$ cat src/rtl/deq_pkg.sv
// ----------------------------------------------------------------------------
// deq_pkg: shared types and constants of the double-ended queue
// Holds the queue geometry, the command and status codes and the structs
// that pass between the control logic, the slot memory and the top level.
// ----------------------------------------------------------------------------
package deq_pkg;

	// Queue geometry. DEPTH need not be a power of two: all index arithmetic
	// wraps explicitly.
	localparam int DEPTH      = 16;
	localparam int DATA_WIDTH = 32;
	localparam int ADDR_W     = (DEPTH > 1) ? $clog2(DEPTH) : 1;
	localparam int CNT_W      = $clog2(DEPTH + 1);

	// Fixed widths of the transaction fields.
	localparam int CMD_W    = 3;
	localparam int VALUE_W  = 32;
	localparam int COUNT_W  = 5;
	localparam int STATUS_W = 2;

	typedef enum logic [CMD_W-1:0] {
		CMD_PUSH_FRONT = 3'd0,
		CMD_PUSH_BACK  = 3'd1,
		CMD_POP_FRONT  = 3'd2,
		CMD_POP_BACK   = 3'd3,
		CMD_PEEK_FRONT = 3'd4,
		CMD_PEEK_BACK  = 3'd5
	} cmd_t;

	typedef enum logic [STATUS_W-1:0] {
		ST_OK    = 2'd0,
		ST_EMPTY = 2'd1,
		ST_FULL  = 2'd2
	} status_t;

	// One access to the slot memory.
	typedef struct packed {
		logic                  we;
		logic                  re;
		logic [ADDR_W-1:0]     addr;
		logic [DATA_WIDTH-1:0] wdata;
	} mem_req_t;

	// What the result needs besides the word read from memory.
	typedef struct packed {
		logic                 rd_used;
		logic [COUNT_W-1:0]   count;
		status_t              status;
	} res_meta_t;

endpackage

$ cat src/rtl/deq_if.sv
// ----------------------------------------------------------------------------
// deq_cmd_if / deq_res_if: valid-ready channels of the double-ended queue
// The command channel carries cmd and value; the result channel carries
// data, count and status.
// ----------------------------------------------------------------------------
interface deq_cmd_if;
	logic        valid;
	logic        ready;
	logic [2:0]  cmd;
	logic [31:0] value;

	modport source (output valid, output cmd, output value, input ready);
	modport sink   (input valid, input cmd, input value, output ready);
endinterface

interface deq_res_if;
	logic        valid;
	logic        ready;
	logic [31:0] data;
	logic [4:0]  count;
	logic [1:0]  status;

	modport source (output valid, output data, output count, output status, input ready);
	modport sink   (input valid, input data, input count, input status, output ready);
endinterface

$ cat src/rtl/deq_ram.sv
// ----------------------------------------------------------------------------
// deq_ram: slot storage of the double-ended queue
// One synchronous port; a read loads its word into the read register at the
// clock edge, and the read register holds until the next read.
// ----------------------------------------------------------------------------
module deq_ram
	import deq_pkg::*;
(
	input  logic                  clk,
	input  mem_req_t              req,
	output logic [DATA_WIDTH-1:0] rdata
);

	logic [DATA_WIDTH-1:0] mem [DEPTH];

	always_ff @(posedge clk) begin
		if (req.we) begin
			mem[req.addr] <= req.wdata;
		end
	end

	always_ff @(posedge clk) begin
		if (req.re) begin
			rdata <= mem[req.addr];
		end
	end

endmodule

$ cat src/rtl/deq_ctrl.sv
// ----------------------------------------------------------------------------
// deq_ctrl: pointer and count keeping of the double-ended queue
// Decodes a command, chooses the slot it touches, issues the memory access
// and updates the front index and element count when the command is taken.
// ----------------------------------------------------------------------------
module deq_ctrl
	import deq_pkg::*;
(
	input  logic               clk,
	input  logic               arst_n,
	input  logic               accept,
	input  logic [CMD_W-1:0]   cmd,
	input  logic [VALUE_W-1:0] value,
	output mem_req_t           mem_req,
	output res_meta_t          meta
);

	localparam int SUM_W = ADDR_W + 1;
	localparam logic [SUM_W-1:0] DEPTH_S = SUM_W'(DEPTH);
	localparam logic [CNT_W-1:0] DEPTH_C = CNT_W'(DEPTH);

	logic [ADDR_W-1:0] front_q;
	logic [CNT_W-1:0]  count_q;

	logic [ADDR_W-1:0] front_d;
	logic [CNT_W-1:0]  count_d;
	logic [ADDR_W-1:0] front_dec, front_inc, back_pos, tail_pos;
	logic [SUM_W-1:0]  sum_tail, sum_back, sum_inc;
	logic              full, empty;
	status_t           status;
	logic              we, re;
	logic [ADDR_W-1:0] addr;

	// Sums stay below twice DEPTH, so one conditional subtract wraps them.
	assign sum_tail  = SUM_W'(front_q) + SUM_W'(count_q);
	assign sum_back  = sum_tail - SUM_W'(1);
	assign sum_inc   = SUM_W'(front_q) + SUM_W'(1);
	assign tail_pos  = ADDR_W'((sum_tail >= DEPTH_S) ? sum_tail - DEPTH_S : sum_tail);
	assign back_pos  = ADDR_W'((sum_back >= DEPTH_S) ? sum_back - DEPTH_S : sum_back);
	assign front_inc = ADDR_W'((sum_inc >= DEPTH_S) ? sum_inc - DEPTH_S : sum_inc);
	assign front_dec = (front_q == '0) ? ADDR_W'(DEPTH - 1) : front_q - ADDR_W'(1);

	assign full  = (count_q == DEPTH_C);
	assign empty = (count_q == '0);

	always_comb begin
		front_d = front_q;
		count_d = count_q;
		status  = ST_OK;
		we      = 1'b0;
		re      = 1'b0;
		addr    = front_q;
		case (cmd_t'(cmd))
			CMD_PUSH_FRONT: begin
				if (full) begin
					status = ST_FULL;
				end else begin
					we      = 1'b1;
					addr    = front_dec;
					front_d = front_dec;
					count_d = count_q + CNT_W'(1);
				end
			end
			CMD_PUSH_BACK: begin
				if (full) begin
					status = ST_FULL;
				end else begin
					we      = 1'b1;
					addr    = tail_pos;
					count_d = count_q + CNT_W'(1);
				end
			end
			CMD_POP_FRONT, CMD_PEEK_FRONT: begin
				if (empty) begin
					status = ST_EMPTY;
				end else begin
					re   = 1'b1;
					addr = front_q;
					if (cmd_t'(cmd) == CMD_POP_FRONT) begin
						front_d = front_inc;
						count_d = count_q - CNT_W'(1);
					end
				end
			end
			CMD_POP_BACK, CMD_PEEK_BACK: begin
				if (empty) begin
					status = ST_EMPTY;
				end else begin
					re   = 1'b1;
					addr = back_pos;
					if (cmd_t'(cmd) == CMD_POP_BACK) begin
						count_d = count_q - CNT_W'(1);
					end
				end
			end
			default: begin
			end
		endcase
	end

	assign mem_req.we    = accept && we;
	assign mem_req.re    = accept && re;
	assign mem_req.addr  = addr;
	assign mem_req.wdata = DATA_WIDTH'(value);

	assign meta.rd_used = re;
	assign meta.count   = COUNT_W'(count_d);
	assign meta.status  = status;

	always_ff @(posedge clk or negedge arst_n) begin
		if (!arst_n) begin
			front_q <= '0;
			count_q <= '0;
		end else if (accept) begin
			front_q <= front_d;
			count_q <= count_d;
		end
	end

endmodule

$ cat src/rtl/double_ended_queue.sv
// ----------------------------------------------------------------------------
// double_ended_queue: bounded double-ended queue in a ring buffer
// Push and pop at either end, peek at either end, with empty and full
// errors reported per command. One result transaction per command.
//
//   Channel  Dir  Payload                     Transaction when
//   req      in   cmd[2:0], value[31:0]       req.valid && req.ready
//   rsp      out  data[31:0], count[4:0],     rsp.valid && rsp.ready
//                 status[1:0]
//
// An accepted command's read word lands in the memory read register while the
// command sits in stage 1; the result then moves into the output register, from
// which its result transaction completes; the registered memory read sets that stage.
// Commands are taken back to back, one per cycle, while the result side
// keeps draining; the single-port slot memory does one access per cycle.
// Reset clears the front index, the element count and both valid flags;
// the slot memory is not cleared, as only written slots are ever read.
// A stalled result holds the pipeline; req.ready falls only when both the
// middle stage and the output register are full and rsp.ready is low.
// ----------------------------------------------------------------------------
module double_ended_queue
	import deq_pkg::*;
(
	input  logic       clk,
	input  logic       arst_n,
	deq_cmd_if.sink    req,
	deq_res_if.source  rsp
);

	logic                  accept;
	logic                  adv_s1;
	mem_req_t              mem_req;
	res_meta_t             meta;
	logic [DATA_WIDTH-1:0] rdata;

	// Stage 1: the command has issued its memory access; the read word
	// shows up in the memory's read register during this stage.
	logic                  valid_s1;
	res_meta_t             meta_s1;

	// Output register.
	logic                  rsp_valid_q;
	logic [VALUE_W-1:0]    data_q;
	logic [COUNT_W-1:0]    count_q;
	status_t               status_q;

	// Stage 1 moves on whenever the output register is empty or being
	// drained. The memory read register is written only by an accepted
	// command, so it holds its word while stage 1 waits.
	assign adv_s1    = !rsp_valid_q || rsp.ready;
	assign req.ready = !valid_s1 || adv_s1;
	assign accept    = req.valid && req.ready;

	deq_ctrl u_ctrl (
		.clk     (clk),
		.arst_n  (arst_n),
		.accept  (accept),
		.cmd     (req.cmd),
		.value   (req.value),
		.mem_req (mem_req),
		.meta    (meta)
	);

	deq_ram u_ram (
		.clk   (clk),
		.req   (mem_req),
		.rdata (rdata)
	);

	always_ff @(posedge clk or negedge arst_n) begin
		if (!arst_n) begin
			valid_s1    <= 1'b0;
			rsp_valid_q <= 1'b0;
		end else begin
			if (accept) begin
				valid_s1 <= 1'b1;
			end else if (adv_s1) begin
				valid_s1 <= 1'b0;
			end
			if (adv_s1) begin
				rsp_valid_q <= valid_s1;
			end
		end
	end

	always_ff @(posedge clk) begin
		if (accept) begin
			meta_s1 <= meta;
		end
		if (adv_s1 && valid_s1) begin
			// Pushes, errors and unused commands return a zero data word.
			data_q   <= meta_s1.rd_used ? VALUE_W'(rdata) : '0;
			count_q  <= meta_s1.count;
			status_q <= meta_s1.status;
		end
	end

	assign rsp.valid  = rsp_valid_q;
	assign rsp.data   = data_q;
	assign rsp.count  = count_q;
	assign rsp.status = status_q;

endmodule
$ cat src/flat_wrapper.sv
// flat-port wrapper written by rule: the top's interface ports become plain ports
module double_ended_queue_flat import deq_pkg::*;
  (clk, arst_n, req_valid, req_cmd, req_value, req_ready, rsp_valid, rsp_data, rsp_count, rsp_status, rsp_ready);
  deq_cmd_if req_i ();
  deq_res_if rsp_i ();
  input  logic clk;
  input  logic arst_n;
  input wire logic [$bits(req_i.valid)-1:0] req_valid;
  input wire logic [$bits(req_i.cmd)-1:0] req_cmd;
  input wire logic [$bits(req_i.value)-1:0] req_value;
  output wire logic [$bits(req_i.ready)-1:0] req_ready;
  output wire logic [$bits(rsp_i.valid)-1:0] rsp_valid;
  output wire logic [$bits(rsp_i.data)-1:0] rsp_data;
  output wire logic [$bits(rsp_i.count)-1:0] rsp_count;
  output wire logic [$bits(rsp_i.status)-1:0] rsp_status;
  input wire logic [$bits(rsp_i.ready)-1:0] rsp_ready;
  assign req_i.valid = req_valid;
  assign req_i.cmd = req_cmd;
  assign req_i.value = req_value;
  assign req_ready = req_i.ready;
  assign rsp_valid = rsp_i.valid;
  assign rsp_data = rsp_i.data;
  assign rsp_count = rsp_i.count;
  assign rsp_status = rsp_i.status;
  assign rsp_i.ready = rsp_ready;
  double_ended_queue u_core (.clk(clk), .arst_n(arst_n), .req(req_i), .rsp(rsp_i));
endmodule
$ cat config.mk
export PLATFORM = sky130hd
export DESIGN_NAME = double_ended_queue_flat
export DESIGN_NICKNAME = d
export VERILOG_FILES = /design/src/rtl/deq_pkg.sv /design/src/rtl/deq_if.sv /design/src/rtl/deq_ram.sv /design/src/rtl/deq_ctrl.sv /design/src/rtl/double_ended_queue.sv /design/src/flat_wrapper.sv
export SDC_FILE = /design/constraint.sdc
export NUM_CORES = 1
export LEC_CHECK = 0
export BUFFER_PORTS_ARGS = -buffer_cell sky130_fd_sc_hd__buf_2
export CORE_ASPECT_RATIO = 0.8
export CORE_MARGIN = 2
export CORE_UTILIZATION = 40
export DETAILED_ROUTE_END_ITERATION = 10
export GPL_TIMING_DRIVEN = 0
export PLACE_DENSITY = 0.67
export SYNTH_ARGS = -nofsm -noshare
export SYNTH_HDL_FRONTEND = slang
export SYNTH_HIERARCHICAL = 1
export SYNTH_SLANG_ARGS = --single-unit
$ cat constraint.sdc
create_clock -name clk -period 7.3 [get_ports clk]
set_clock_uncertainty 0.15 [all_clocks]
set_input_delay 1.46 -clock clk [delete_from_list [all_inputs] [get_ports clk]]
set_output_delay 1.46 -clock clk [all_outputs]
set_load 0.01 [all_outputs]
Yosys cells after proc, flatten, opt, wreduce, memory -nomap -nowiden. Memories as Yosys holds them, arrays and structs flattened. A register that Yosys moved wholly into a read port is not among the register bits. Index checks and enable logic that the tools add are counted.

Register bits after elaboration: 58. Bits in writable memories: 512. Output and inout port bits: 41. Word-level logic and storage cells: 77. Memories: 1.

$add $sub $neg: 9. $lt $le $gt $ge: 3. Equality and inequality tests: 8. Mux-type cells: 28. Reduce and logical (&&, ||, !) cells: 18.

Memory list: u_core.u_ram.mem (words 16, bits a word 32, read ports 1, clocked after Yosys merged registers in 1, wr ports 1, RTL line deq_ram.sv:14) `logic [DATA_WIDTH-1:0] mem [DEPTH];`.

Operators by type and width (count): $mux 4 (9); $mux 5 (5); $sub 4x1->4 const B (4); $ge 5x5->1 const B (3); $pmux 5 s3 (1); $pmux 4 s3 (1); $sub 5x1->5 const B (2); $mux 1 (9); $pmux 4 s2 (1); $eq 3x2->1 const B (2); $eq 3x3->1 const B (2); $reduce_or 2->1 (3); $add 4x1->5 const B (1); $add 4x5->5 (1); $add 5x1->5 const B (1); $eq 5x5->1 const B (1); $logic_not 5->1 (1); $logic_and 1x1->1 (4); $logic_not 4->1 (1); $ne 2x2->1 const B (2); $pmux 2 s2 (1); $reduce_and 4->1 (1); $reduce_bool 2->1 (2); $reduce_or 4->1 (1); 5 further kinds (7).

Longest topological paths before layout. Gate-level depths: netlist (run 1).

Depth in word-level cells: 7. Mapped depth: 13.

By module. Netlist (run 1), hierarchy kept.

By module, submodules not included: deq_ram (times used 1, cells each 840, area each 20183.1 µm², sequential area each 16335.7 µm²); double_ended_queue (times used 1, cells each 90, area each 1767.9 µm², sequential area each 1461.4 µm²); deq_ctrl (times used 1, cells each 196, area each 1511.4 µm², sequential area each 225.2 µm²).

Worst setup path after synthesis (run 1). OpenSTA, ideal clock, no wires.

Kind: input port to flip-flop. Start point: in req_cmd[2]. End point: mem u_core.u_ram.mem[0][0] (enable). Data arrival time: 5171 ps. Required time: 6689 ps. Slack: 1518 ps. Stages on the path: 8. Cells stage by stage: buf_2 buf_2 a22oi_1 o21ai_0 a32oi_1 o221ai_1 or3b_2 nor3_1.

RTL lines: start, declared (RTL line flat_wrapper.sv:9) `input wire logic [$bits(req_i.cmd)-1:0] req_cmd;`; end, declared (RTL line deq_ram.sv:14).

==> impl_metrics.json, run 1 <==
{
  "status": "finished clean",
  "yosysMostFrequentCell": "edfxtp_1",
  "cts_setup_buffers": 0,
  "design_power_total_w": 0.0106,
  "fin_tns_setup_ns": 0,
  "ys_top_cells_by_area": "edfxtp_1 (76%), mux4_2 (12%), a22oi_1 (2.1%)",
  "die-area_um2": 60600,
  "vias": 11500,
  "grt_pass1_vias": 11600,
  "use_met2": 0.259,
  "synth_top_area_share": 0.756,
  "synth_top_family_by_area": "multiplexers",
  "cts_tree": "built",
  "synth-async-reset-ratio": 0.0183,
  "portBuffers": 46,
  "ys_ff_latch": 602,
  "startpoint_type": "flip-flop",
  "grt_pass1_wl_um": 75200,
  "clk_latency_ns": 0.62,
  "area_delta_synth_final_pct": 15.4,
  "drt-total-wl_um": 50400,
  "slew_headroom": 0.344,
  "holdWs_ns": 0.268,
  "yosys.area_share.adder": 0.00480,
  "drc": 0,
  "fin_cells": 2074,
  "muxShareOfSynthArea": 0.126,
  "synth_cell_type_count": 56,
  "cts_hold_buf": 0,
  "crit_path_top_delay_cell": "nor2_4",
  "dp.cells": 1972,
  "ys_warn_count": 6,
  "drive_gt1_frac": 0.316,
  "synthFlopType": "edfxtp_1",
  "synth_compound_area_frac": 0.0350,
  "min_period_over_period": 0.688,
  "syn-num-nets": 1174,
  "setup_viol_count_final": 0,
  "max_stage_delay_ns": 0.85,
  "fp.coreArea_um2": 58000,
  "cts.reportedPaths.clkPinSlew_ns": 0.06,
  "nets": 1309,
  "min_path_type": "reg2reg",
  "cts-resized-gates": 0,
  "postRouteAntennaNets": 0,
  "drv_slew": 0,
  "end_kind": "flip-flop",
  "drt_iter0_drc": 1210,
  "peakVddDrop_mv": 0.226,
  "yosysTopAreaCell": "edfxtp_1",
  "ioPinCount": 80,
  "die_w_um": 275,
  "fill_cells": 4806,
  "antenna_found_initial": 4,
  "synthXorXnorAreaFrac": 0.00373,
  "rsz0062_at_grt": "false",
  "clock.fmax_mhz": 199,
  "cts_sinks": 602,
  "clock_path_buffers": 3,
  "crit_type": "reg2reg",
  "stdcell_area_um2": 27100,
  "place_area_um2": 25300,
  "htreeDepth": 2,
  "netlist_area_um2": 23500,
  "n_antenna_cell": 0,
  "synthesis.instances": 1126,
  "synth_edf_count": 591,
  "yosysSeqAreaShare": 0.768,
  "grt_max_degree": 23,
  "dieHeight_um": 221,
  "root_buffer": "clkbuf_16",
  "powerDensity_nw_per_um2": 391,
  "total_leakage_power_nw": 8.72,
  "use_met1": 0.250,
  "start_util": 0.404,
  "cts_made_buffers": 56,
  "grt_remaining_overflow": 0,
  "worst_pin_slew_ns": 0.984,
  "dr.pass1.iters": 5,
  "synth-simple-area-share": 0.0372,
  "path_max_fanout": 21,
  "drv_cap": 0,
  "crit_chain": "inv_1 > ha_1 > nor4b_4 > nor2_1 > nand2_2 > nand3_1 > o221ai_1 > buf_2 > buf_4 > clkbuf_1 > nand2_1 > nor2_4 > buf_16",
  "rows": 79,
  "hpwlAfterDp_um": 32100,
  "synth.avg_cell_area_um2": 20.8,
  "via_per_inst": 5.53,
  "fin_crit_ns": 5.03,
  "wire_per_inst_um": 24.3,
  "place_congestion": 0.792,
  "global_route.usage.met3": 0.0341,
  "required_ns": 7.47,
  "grt_usage": 0.169,
  "hold_viol_final": 0,
  "yosys-top-cells-count": "edfxtp_1 (591), mux4_2 (128), a22oi_1 (66), nand2_1 (41), buf_4 (37)",
  "busiest_layer": "met2",
  "crit_arrival_ns": 5.20
}
-- report_power, final --
| part | total [W] | leakage [nW] | switching [W] | internal (W) |
|---|---|---|---|---|
| clock network | 0.00287 | 0.887 | 0.00125 | 0.00162 |
| registers | 0.00421 | 5.50 | 0.0000870 | 0.00412 |
| logic | 0.00350 | 2.34 | 0.00199 | 0.00151 |
-- registers in the layout, indices dropped and copies added (netlist names) --
signal / cells
u_core/u_ctrl/front_q: 4
u_core/rsp.data: 32
u_core/u_ram/rdata: 32
u_core/u_ctrl/count_q: 5
u_core/u_ram/mem: 512
u_core/rsp.valid: 1
u_core/valid_s1: 1
u_core/meta_s1: 8
u_core/rsp.count: 5
u_core/rsp.status: 2
-- routing by layer --
layer  vias up  wire (um)  share of wire
met1      6087      22500           0.45
met3        77       3750          0.074
met5         -         36        0.00071
li1       4886          -              -
met2       410      23200           0.46
met4         6        901          0.018
-- path summary, 6_finish.rpt --
check | from | endpoint | slack (ns) | depth (start not counted)
max | u_core/u_ctrl/count_q[0]$_DFFE_PN0P_ | u_core/u_ram/mem[15][17]$_DFFE_PP_ | 2.27 | 13
min | u_core/meta_s1[2]$_DFFE_PP_ | u_core/rsp.count[0]$_DFFE_PP_ | 0.27 | 0
max reg2reg | u_core/u_ctrl/count_q[0]$_DFFE_PN0P_ | u_core/u_ram/mem[15][17]$_DFFE_PP_ | 2.27 | 13
min reg2reg | u_core/meta_s1[2]$_DFFE_PP_ | u_core/rsp.count[0]$_DFFE_PP_ | 0.27 | 0
max in group asynchronous | arst_n | u_core/rsp.valid$_DFFE_PN0P_ | 6.20 | 1
min in group asynchronous | arst_n | u_core/u_ctrl/count_q[1]$_DFFE_PN0P_ | 0.57 | 1
-- logic make-up after synthesis --
logic type	Yosys count
AO/OA/AOI/OAI	112
XOR/XNOR	10
adder cells (fa/ha/maj)	9
buffers and inverters	101
flip-flops	602
multiplexers	135
AND/OR/NAND/NOR	157
-- layout by cell type (no fill, tap or decap), types with 9 or more instances in the layout --
master and count:
clkbuf_16 56, buf_12 10, buf_6 21, edfxtp_1 591, a21oi_1 9, clkbuf_1 40
inv_1 11, nand2b_1 9, nand2_1 41, buf_2 61, nor2_4 12, mux4_2 128
dfrtp_1 11, o21ai_0 11, buf_4 38, a22oi_1 66, nor2_1 15, ha_1 9
clkinv_2 13, nand3_1 12, and2_2 33
-- worst max-delay path, delay by kind of cell, from the launching register on --
family | cells | cell delay (ns)
compound gates | 1 | 0.09
buf+inv | 5 | 1.49
simple gates | 6 | 2.22
flops | 1 | 0.48
fa+ha+maj | 1 | 0.27
-- through the flow --
step / worst slack (ns) / util
after CTS: 2.32 / 0.467
after detailed placement: 1.74 / 0.435
after global placement: -1.45 / 0.425
final: 2.27 / 0.467
after floorplan: 1.52 / -
after global routing: 1.99 / 0.467
-- final cells by class --
class / instances / area (um^2) / area share
clock inverters: 32 / 332 / 0.0122
well taps: 769 / 962 / 0.0355
repair buffers: 77 / 719 / 0.0266
multi-input cells: 423 / 4970 / 0.184
plain buffers: 90 / 544 / 0.0201
clock buffers: 70 / 1480 / 0.0548
flip-flops and latches: 602 / 18000 / 0.666
inverters: 11 / 41.3 / 0.00152
Note: power is estimated with default switching activity, not from simulation.
==> run 2, diff against run 1 <==
Clock period 7.3 ns to 5 ns, I/O delays scaled along.
==> run 2 against run 1 <==
Sequential power grew 46%. Count of clock-buffer cells in the layout shrank 2. Utilization rose by 0.44 points. Critical endpoint is now u_core/u_ram/mem[12][15]$_DFFE_PP_. Largest cell class unchanged. Largest power group unchanged.
==> impl_metrics.json, run 2 (synthesis gave the netlist of run 1 again) <==
{
  "drv_cap": 0,
  "drc": 0,
  "drive_gt1_frac": 0.326,
  "end_kind": "flip-flop",
  "cts-resized-gates": 0,
  "place_area_um2": 25300,
  "startpoint_type": "flip-flop",
  "place_congestion": 0.777,
  "layout_commonest_cell": "edfxtp_1",
  "die_w_um": 275,
  "grt_max_degree": 24,
  "setup_viol_count_final": 0,
  "die-area_um2": 60600,
  "design_power_total_w": 0.0155,
  "clock.fmax_mhz": 216,
  "rows": 79,
  "cts_made_buffers": 57,
  "hold_viol_final": 0,
  "min_path_type": "in2async",
  "peakVddDrop_mv": 0.302,
  "clock_path_buffers": 3,
  "wire_per_inst_um": 23.9,
  "via_per_inst": 5.42,
  "start_util": 0.404,
  "fin_crit_ns": 4.64,
  "largest_register": "u_core/u_ram/mem",
  "postRouteAntennaNets": 0,
  "r2r_setup_slack_ns": 0.36,
  "slew_headroom": 0.347,
  "hpwlAfterDp_um": 31800,
  "fin_tns_setup_ns": 0,
  "n_antenna_cell": 0,
  "dp.cells": 1970,
  "finalCoreUtilization": 0.471,
  "cts.reportedPaths.clkPinSlew_ns": 0.06,
  "min_period_over_period": 0.928,
  "dr.pass1.iters": 7,
  "total_leakage_power_nw": 8.84,
  "grt_pass1_wl_um": 73700,
  "stdcell_area_um2": 27300,
  "vias": 11300,
  "path_max_fanout": 10,
  "htreeDepth": 2,
  "powerDensity_nw_per_um2": 566,
  "cts_tree": "built",
  "grt_usage": 0.167,
  "root_buffer": "clkbuf_16",
  "drt_iter0_drc": 1208,
  "mostFrequentLayoutCells": "edfxtp_1 (591), mux4_2 (128), a22oi_1 (66), buf_2 (61), clkbuf_16 (58)",
  "drt-total-wl_um": 49900,
  "drv_slew": 0,
  "worst_pin_slew_ns": 0.979,
  "required_ns": 5.17,
  "cts_hold_buf": 0,
  "grt_remaining_overflow": 0,
  "crit_arrival_ns": 4.81,
  "status": "finished clean",
  "fin_cells": 2092,
  "portBuffers": 46,
  "fill_cells": 4714,
  "antenna_found_initial": 1,
  "cts_sinks": 602,
  "ioPinCount": 80,
  "fp.coreArea_um2": 58000,
  "area_delta_synth_final_pct": 16.5,
  "largest_reg_flops": 512,
  "nets": 1330,
  "clk_latency_ns": 0.61,
  "dieHeight_um": 221,
  "grt_pass1_vias": 11500,
  "crit_type": "reg2reg"
}
-- run 2: changes by cell type in the layout (fill, tap and decap cells not counted), moves of 2 or more --
cell,before,now
buf_4,38,54
clkinv_2,13,8
buf_12,10,14
clkinvlp_4,3,7
buf_16,3,6
buf_6,21,18
clkbuf_8,3,0
clkbuf_1,40,38
clkbuf_16,56,58
-- run 2: path summary, 6_finish.rpt --
| path | endpoint | from | depth (start not counted) |
|---|---|---|---|
| min in group clk | u_core/rsp.status[0]$_DFFE_PP_ | u_core/meta_s1[0]$_DFFE_PP_ | 0 |
| setup reg to reg | u_core/u_ram/mem[12][15]$_DFFE_PP_ | u_core/u_ctrl/count_q[0]$_DFFE_PN0P_ | 12 |
| max in group asynchronous | u_core/valid_s1$_DFFE_PN0P_ | arst_n | 1 |
| hold reg to reg | u_core/rsp.status[0]$_DFFE_PP_ | u_core/meta_s1[0]$_DFFE_PP_ | 0 |
| hold / removal | u_core/u_ctrl/count_q[2]$_DFFE_PN0P_ | arst_n | 1 |
| setup / recovery | u_core/u_ram/mem[12][15]$_DFFE_PP_ | u_core/u_ctrl/count_q[0]$_DFFE_PN0P_ | 12 |
-- run 2: worst max-delay path, stage by stage, from the launching register on --
cell,delay [ns]
dfrtp_1,0.49
inv_1,0.14
ha_1,0.27
nor4b_4,0.50
a22oi_1,0.13
o21ai_0,0.18
a32oi_1,0.08
o221ai_1,0.68
nand3_1,0.47
nor3_2,0.67
buf_6,0.25
buf_6,0.15
buf_6,0.17
-- run 2: cell type report --
type,instances,area [um^2],share of cell area
sequential,602,18000,0.659
clock buffer,68,1490,0.0545
multi-input combinational,423,4980,0.182
clock inverter,32,315,0.0115
buffer,89,541,0.0198
tap,769,962,0.0352
timing repair buffer,98,983,0.0360
inverter,11,41.3,0.00151
-- run 2: what timing repair did --
action,in CTS,in global routing
cloned,0,0
setup buffers,0,23
setup endpoints to repair,1,281
pin swaps,1,11
-- run 2: per-stage QoR --
stage                     setup WS, ns  hold slack [ns]
after CTS                      0.00569           0.0967
after global routing           -0.0269            0.118
after global placement           -3.15            0.252
after floorplan                 -0.170            0.250
final                            0.361            0.126
after detailed placement        -0.102            0.256
-- run 2: where the power goes --
part / switching, W / total, W / internal [W]
registers: 0.000121 / 0.00614 / 0.00602
logic: 0.00291 / 0.00512 / 0.00221
clock network: 0.00182 / 0.00420 / 0.00238
-- run 2: routing by layer --
metal	vias up	routed length (um)	track usage
met2	415	23400	0.264
met5	-	0	0
met3	66	3720	0.0360
met1	5930	21900	0.239
met4	0	968	0.0427
li1	4919	-	-
==> run 3, diff against run 2 <==
Settings changed: TNS_END_PERCENT set to 1.
Clock period 5 ns to 4.3 ns, I/O delays scaled along.
==> run 3 against run 2 <==
First-iteration DRC count fell by 7.5%. Non-clock buffer count fell by 9. Sequential power rose by 16%. Wire length rose by 0.27%. Combinational power rose by 18%. Utilization barely moved. Flip-flop and latch count did not move. Maximum frequency rose by 11%. Highest routed layer unchanged.
==> impl_metrics.json, run 3 (synthesis gave the netlist of run 1 again) <==
{
  "whs_endpoint": "u_core/rsp.status[0]$_DFFE_PP_",
  "wl_met1_um": 21900,
  "die-area_um2": 60600,
  "layout_commonest_cell": "edfxtp_1",
  "nets": 1321,
  "drt-total-wl_um": 50100,
  "drc": 0,
  "cts_sinks": 602,
  "place_area_um2": 25300,
  "fill_cells": 4708,
  "end_kind": "flip-flop",
  "stdcell_area_um2": 27300,
  "largest_register": "u_core/u_ram/mem",
  "mostFrequentLayoutCells": "edfxtp_1 (591), mux4_2 (128), a22oi_1 (66), clkbuf_16 (58), buf_2 (58)",
  "worst-r2r-cell-count": 12,
  "slew_headroom": 0.367,
  "via_per_inst": 5.45,
  "ioPinCount": 80,
  "fin_crit_ns": 4.17,
  "layout_setup_ws_ns": 0.129,
  "rows": 79,
  "grt_pass1_vias": 11500,
  "dr_wl_met2_um": 23600,
  "path_max_fanout": 10,
  "required_ns": 4.48,
  "peakVddDrop_mv": 0.350,
  "grt_max_degree": 24,
  "powerDensity_nw_per_um2": 660,
  "area_delta_synth_final_pct": 16.6,
  "dr_wl_met3_um": 3690,
  "status": "finished clean",
  "largest_reg_flops": 512,
  "crit_type": "reg2reg",
  "rsz0062_at_grt": "true",
  "n_antenna_cell": 0,
  "startpoint_type": "flip-flop",
  "grt_usage": 0.168,
  "fin_cells": 2083,
  "setup_viol_count_final": 0,
  "crit_arrival_ns": 4.35,
  "cts_tree": "built",
  "min_path_type": "reg2reg",
  "clk_latency_ns": 0.61,
  "clock.fmax_mhz": 240,
  "hold_viol_final": 0,
  "min_period_over_period": 0.970,
  "htreeDepth": 2,
  "cts.reportedPaths.clkPinSlew_ns": 0.06,
  "r2r_setup_slack_ns": 0.13,
  "dieHeight_um": 221,
  "vias": 11400,
  "max_stage_delay_ns": 0.74,
  "r2r-start": "u_core/u_ctrl/count_q[0]$_DFFE_PN0P_",
  "start_util": 0.404,
  "crit_chain": "inv_1 > ha_1 > nor4b_4 > nor2_1 > nand2_2 > nand3_1 > o221ai_1 > buf_4 > clkbuf_1 > mux4_2 > a22oi_1 > nand2_1",
  "wire_per_inst_um": 24.0,
  "drt_iter0_drc": 1118,
  "root_buffer": "clkbuf_16",
  "min_path_cells": 0,
  "drv_cap": 0,
  "drive_gt1_frac": 0.326,
  "crit_path_top_delay_cell": "clkbuf_1",
  "cts_made_buffers": 57,
  "grt_pass1_wl_um": 74300,
  "postRouteAntennaNets": 0,
  "hpwlAfterDp_um": 31800,
  "worstReg2RegEnd": "u_core/u_ram/rdata[0]$_DFFE_PP_",
  "clock_path_buffers": 3,
  "total_leakage_power_nw": 8.81,
  "dr.pass1.iters": 7,
  "portBuffers": 46,
  "place_congestion": 0.777,
  "post-place-ws_ns": -0.662,
  "grt_remaining_overflow": 0,
  "antenna_found_initial": 1,
  "top_layer_used": "met4",
  "die_w_um": 275,
  "hold_start": "u_core/meta_s1[0]$_DFFE_PP_",
  "fp.coreArea_um2": 58000,
  "worst_pin_slew_ns": 0.949,
  "dp.cells": 1970,
  "drv_slew": 0,
  "design_power_total_w": 0.0181
}
-- run 3: worst max-delay path: cells and delay by family, from the launching register on --
family          cells  cell delay [ns]
mux                 1             0.42
buf+inv             3             1.15
flops               1             0.47
simple gates        5             1.09
compound gates      2             0.32
fa+ha+maj           1             0.27
-- run 3: power breakdown --
group / switching, W / internal (W)
clock: 0.00212 / 0.00277
sequential: 0.000142 / 0.00700
combinational: 0.00343 / 0.00261
-- run 3: worst max path at each step --
stage                                               from                                  to  slack (ns)  cells after the start
finish              u_core/u_ctrl/count_q[0]$_DFFE_PN0P_     u_core/u_ram/rdata[0]$_DFFE_PP_        0.13                     12
global route        u_core/u_ctrl/front_q[2]$_DFFE_PN0P_    u_core/u_ram/rdata[17]$_DFFE_PP_       -0.03                     10
CTS                 u_core/u_ctrl/front_q[2]$_DFFE_PN0P_  u_core/u_ram/mem[12][15]$_DFFE_PP_       -0.03                     11
detailed placement                            req_cmd[0]   u_core/u_ram/mem[3][14]$_DFFE_PP_       -0.66                     10
global placement                              req_cmd[1]   u_core/u_ram/mem[8][21]$_DFFE_PP_       -3.71                      9
floorplan           u_core/u_ctrl/front_q[2]$_DFFE_PN0P_   u_core/u_ram/mem[12][0]$_DFFE_PP_       -0.74                      8
-- run 3: what timing repair did --
action,CTS,global route
endpoints found under the setup margin,439,190
setup buffers,11,1
pin swaps,8,2
hold endpoints to repair,11,0
hold buffers,1,0
gates resized for setup,8,11
-- run 3: area by class of cell --
cell class | count | area, um^2 | share of cell area
timing repair buffer | 88 | 936 | 0.0342
buffer | 90 | 562 | 0.0205
clock buffer | 68 | 1490 | 0.0544
clock inverter | 32 | 315 | 0.0115
sequential | 602 | 18000 | 0.659
inverter | 11 | 41.3 | 0.00151
tap | 769 | 962 | 0.0352
multi-input combinational | 423 | 5020 | 0.183
-- run 3: per-stage QoR --
step | hold slack, ns | setup TNS, ns | util
floorplan | 0.250 | -123.93 | -
global placement | 0.252 | -1353.26 | 0.425
detailed placement | 0.256 | -189.20 | 0.436
CTS | 0.272 | -0.240 | 0.470
global route | 0.276 | -0.0280 | 0.471
finish | 0.272 | 0 | 0.471
-- run 3: per-layer routing --
metal	GRT usage	up-vias
met5	0	-
met4	0.0411	0
met3	0.0336	67
met2	0.266	398
met1	0.242	5987
li1	-	4907
